$ cat src/hdl/mswg_ram.sv
module mswg_ram #(
   parameter int WIDTH = 8,
   parameter int DEPTH = 256,
   localparam int AW = $clog2(DEPTH)
) (
   input  logic             clock,
   input  logic             wr_en,
   input  logic [AW-1:0]    wr_addr,
   input  logic [WIDTH-1:0] wr_data,
   input  logic             rd_en,
   input  logic [AW-1:0]    rd_addr,
   output logic [WIDTH-1:0] rd_data
);

   logic [WIDTH-1:0] mem_ff [DEPTH];
   logic [WIDTH-1:0] rd_data_ff;

   always_ff @(posedge clock) begin
      if (wr_en) begin
         mem_ff[wr_addr] <= wr_data;
      end
      if (rd_en) begin
         rd_data_ff <= mem_ff[rd_addr];
      end
   end

   assign rd_data = rd_data_ff;

endmodule

$ cat config.mk
export PLATFORM = sky130hd
export DESIGN_NAME = mswg_ram
export DESIGN_NICKNAME = d
export VERILOG_FILES = /design/src/hdl/mswg_ram.sv
export SDC_FILE = /design/constraint.sdc
export NUM_CORES = 2
export LEC_CHECK = 0
export BUFFER_PORTS_ARGS = -buffer_cell sky130_fd_sc_hd__buf_2
export CELL_PAD_IN_SITES_DETAIL_PLACEMENT = 1
export CELL_PAD_IN_SITES_GLOBAL_PLACEMENT = 1
export CORE_MARGIN = 10
export CORE_UTILIZATION = 56
export CTS_CLUSTER_DIAMETER = 80
export CTS_CLUSTER_SIZE = 10
export DETAILED_ROUTE_END_ITERATION = 16
export PLACE_DENSITY_LB_ADDON = 0.1
export SLEW_MARGIN = 20
export SYNTH_ARGS = -nofsm -noshare
export SYNTH_HDL_FRONTEND = slang
export SYNTH_SLANG_ARGS = --single-unit
$ cat constraint.sdc
create_clock -name clock -period 2.68 [get_ports clock]
set_clock_uncertainty 0.05 [all_clocks]
set_input_delay 0.268 -clock clock [delete_from_list [all_inputs] [get_ports clock]]
set_output_delay 0.268 -clock clock [all_outputs]
set_load 0.02 [all_outputs]
==> results.txt <==
The congestion estimate from routability-driven global placement came to 0.869. Entering global routing, the biggest net connects 82 pins. The post-route minimum period was 2.68 ns. For the part of the Yosys area used for sequential elements, the log shows 77.5%. The biggest area contributor in the post-synthesis netlist is sky130_fd_sc_hd__edfxtp_1. The run gives 0 as the count of yosys warnings during synthesis. Maximum net fanout on the critical path: 1. Setup repair after global routing left no endpoint under its margin.

The count of TritonRoute iterations in the first routing pass was 5. The area of the core is 141000 um2, and the initial core utilization is 56.3%. Including well taps, the total number of placed cells is 6177.

The average instance in the mapped netlist occupies 21.3 um2. The number of register bits inferred by synthesis was 2056. By area the synthesized netlist is led by sky130_fd_sc_hd__edfxtp_1, sky130_fd_sc_hd__mux4_2, sky130_fd_sc_hd__mux2i_1, sky130_fd_sc_hd__nor2_1, sky130_fd_sc_hd__a22oi_1.

The hold slack is -0.00129 ns. The tightest min-delay check is of the primary input to flip-flop type. The synthesized design contains 2056 enable-type register cells. Post-CTS timing repair inserted 0 buffers for setup. In the final layout, the share of cells above drive strength 1 is 33.5%. The run gives 66.1% as the fraction of the core area covered by cells at the end of the flow.

The fraction of the cycle the final worst path needs is 100%, and the headroom to the max-slew limit is 40.7%. The power density over cell area came out at 704 nW/um2. The worst setup path category is flip-flop to flip-flop.

After the first detailed-routing iteration, the DRC count stood at 5353. Number of placement rows: 138. The endpoint arrival time on the critical path came out at 3.20 ns. The actual slew at the worst max-slew pin was 0.890 ns. From left edge to right edge, the die measures 397 um.

The tools report the number of buffers created by CTS as 223. In the synthesized netlist the async set-or-reset flop fraction comes to 0%. TritonCTS built the clock tree. The logic depth of the worst register-to-register path was 7. The top cell type by area accounts for 77.5% of the synthesized area. The tool flagged a number of max-cap violations equal to 0. The flow ran to the end, but the final reports show violations. The count of pins over their slew limit was 0; the routed wire length was 226000 um.

Based on the critical path, the design can be clocked at up to 373 MHz. For the worst-skew pair, the clock arrives at the later sink with an insertion delay of 0.85 ns. In the final routed layout, each cell accounts on average for 35.1 um. The run gives 79600 um2 as the netlist area before placement. The floorplan step set the die height to 397 um. The tools report the net count after synthesis as 3760. The logs give 16 for the initial antenna violation count and 3.19 ns for the data required time of the critical path.

Pin placement for this block handled 35 I/O pins. The vias per cell is 6.62, and the remaining antenna violation count after routing is 0. Adding up every negative setup slack in the final design gives -0.00126 ns.

The worst setup path is launched from a flip-flop. The total overflow reported by the global router was 0. The run gives 6428 as the final non-filler cell total. The estimated wirelength of the detail-placed design came out at 149000 um.

The tools report the total number of nets in the final design as 4545. Prior to clock tree synthesis, the placed netlist has a worst setup slack of -1.05 ns. The checks that failed: hold timing, setup timing. The type of element capturing the critical path is a flip-flop.

The global-route wire length before repair is 328000 um. The logs give 1 for the count of endpoints failing hold in the final timing report and 3733 for the number of cells produced by synthesis. The cell sitting at the root of the clock tree is a sky130_fd_sc_hd__clkbuf_16. The via count of the first global-routing pass was 45364; the number of cells traversed by the worst hold path was 1. Port buffering added 34 buffers.

The logs give -0.00126 ns for the worst-case setup margin in the final layout and 158000 um2 for the area of the die. CTS saw 2056 sinks. The number of H-tree levels came out at 4. After clock tree synthesis, the clock-pin slew on the worst setup and hold paths is 0.05 ns. The synthesized netlist contains 54 unique library cells. Across the VDD grid, the largest voltage drop is 0.792 mV. Summing over every cut layer, the via total after detailed routing is 42565. Among all flip-flop cells after synthesis, the most frequent one is sky130_fd_sc_hd__edfxtp_1. For this run, design rule violations remaining after detail routing come to 0. The number of setup violations in the final report was 1. For this design the static power due to leakage is 30.5 nW.

The aggregate global-route resource usage was 28.8%; the layout-stage area growth over the synthesis result was 17.3%. In this run the deepest clock path goes through 3 buffers.
-- timing repair --
item / in CTS / in global routing
endpoints found under the setup margin: 6 / 4
hold buffers: 6 / 0
gates cloned: 0 / 0
hold endpoints to repair: 283 / 0
pin swaps: 1 / 0
resized for setup: 10 / 5
-- state kept, by name, indices dropped and copies added, names as in the netlist --
name	flops
rd_data	8
mem_ff	2048
-- cell usage in the layout, fill, tap and decap left out, drive strengths merged, types with 34 or more instances in the layout --
cell type / netlist / layout
o221ai: 47 / 47
edfxtp: 2056 / 2056
nor2: 282 / 282
a21oi: 96 / 96
mux2i: 134 / 134
buf: 122 / 779
nand3: 34 / 34
clkbuf: 111 / 235
a22oi: 133 / 133
mux4: 456 / 456
-- cells in the mapped netlist, types with 2 or more instances --
| library cell | instances |
|---|---|
| sky130_fd_sc_hd__a221oi_1 | 13 |
| sky130_fd_sc_hd__mux4_1 | 2 |
| sky130_fd_sc_hd__a2111oi_0 | 2 |
| sky130_fd_sc_hd__nand4_1 | 10 |
| sky130_fd_sc_hd__nor4_1 | 24 |
| sky130_fd_sc_hd__nor2_1 | 282 |
| sky130_fd_sc_hd__nor3_1 | 22 |
| sky130_fd_sc_hd__a22o_1 | 8 |
| sky130_fd_sc_hd__nand2b_1 | 8 |
| sky130_fd_sc_hd__buf_2 | 31 |
| sky130_fd_sc_hd__nor2b_1 | 31 |
| sky130_fd_sc_hd__o221ai_1 | 46 |
| sky130_fd_sc_hd__buf_4 | 27 |
| sky130_fd_sc_hd__o32ai_1 | 4 |
| sky130_fd_sc_hd__a311oi_1 | 2 |
| sky130_fd_sc_hd__nand2_1 | 33 |
| sky130_fd_sc_hd__buf_6 | 21 |
| sky130_fd_sc_hd__nand3_1 | 34 |
| sky130_fd_sc_hd__buf_12 | 8 |
| sky130_fd_sc_hd__buf_1 | 22 |
| sky130_fd_sc_hd__mux2i_1 | 134 |
| sky130_fd_sc_hd__a211oi_1 | 16 |
| sky130_fd_sc_hd__and2_1 | 6 |
| sky130_fd_sc_hd__o21ai_0 | 10 |
| sky130_fd_sc_hd__o22a_1 | 5 |
| sky130_fd_sc_hd__o22ai_1 | 28 |
| sky130_fd_sc_hd__clkbuf_1 | 111 |
| sky130_fd_sc_hd__a2111oi_1 | 2 |
| sky130_fd_sc_hd__edfxtp_1 | 2056 |
| sky130_fd_sc_hd__a31oi_1 | 2 |
| sky130_fd_sc_hd__nor4_2 | 3 |
| sky130_fd_sc_hd__o21ai_1 | 2 |
| sky130_fd_sc_hd__o211ai_1 | 10 |
| sky130_fd_sc_hd__a22oi_1 | 133 |
| sky130_fd_sc_hd__buf_8 | 13 |
| sky130_fd_sc_hd__nand3b_1 | 2 |
| sky130_fd_sc_hd__a21oi_1 | 96 |
| sky130_fd_sc_hd__or2_2 | 4 |
| sky130_fd_sc_hd__and3b_1 | 2 |
| sky130_fd_sc_hd__mux4_2 | 454 |
-- final timing paths --
check	startpoint	endpoint	slack [ns]
worst max-delay path	mem_ff[101][4]	rd_data[4]	-0.001
worst min-delay path	wr_data[7]	mem_ff[46][7]	-0.001
worst max register to register	mem_ff[101][4]	rd_data[4]	-0.001
worst min register to register	mem_ff[3][1]	rd_data[1]	1.19
-- layer usage --
| metal | up-vias | global-route usage, % | part of all wire, % |
|---|---|---|---|
| met5 | - | 0 | 0.039 |
| met4 | 14 | 9.85 | 3.4 |
| met3 | 415 | 5.74 | 8.9 |
| met2 | 2310 | 46.4 | 49 |
| met1 | 22703 | 39.6 | 38 |
| li1 | 17123 | - | - |
-- report_power, final --
part           internal, mW  switching [mW]  total, mW
Combinational          1.54            2.35       3.89
Clock                  14.9            11.5       26.4
Sequential             35.5          0.0450       35.5
Total                  51.9            13.9       65.8
-- critical path, cell delays in order, from the launching register on --
cell and delay [ns]:
sky130_fd_sc_hd__edfxtp_1 0.39, sky130_fd_sc_hd__mux4_2 0.49, sky130_fd_sc_hd__nor2b_1 0.14, sky130_fd_sc_hd__a211oi_1 0.46
sky130_fd_sc_hd__buf_4 0.20, sky130_fd_sc_hd__nor3_1 0.06, sky130_fd_sc_hd__nor4_2 0.47, sky130_fd_sc_hd__nor4_1 0.14
-- stage by stage --
stage | instance area [um2] | power [mW]
2_1_floorplan | 79600 | 37.9
3_3_place_gp | 87400 | 39.9
3_5_place_dp | 87400 | 40.0
4_1_cts | 93400 | 66.1
5_1_grt | 93400 | 67.5
6_report | 93400 | 65.8
-- cell type report --
type,count,area [um2]
well taps,1890,2360
multi-input cells,1442,16600
clock inverters,12,179
diodes,6,15.0
fillers,11202,48000
flip-flops and latches,2056,61700
clock buffers,227,5680
repair buffers,793,6850
inverters,2,7.51
-- cell families after synthesis --
| family | count (synthesis) | share of synthesized area [%] |
|---|---|---|
| AOI/OAI and AO/OA | 385 | 3.42 |
| buffers and inverters | 235 | 1.83 |
| DFF | 2056 | 77.5 |
| muxes | 591 | 14.6 |
| and+or+nand+nor | 466 | 2.63 |
Power figures use the tool's default switching activity.
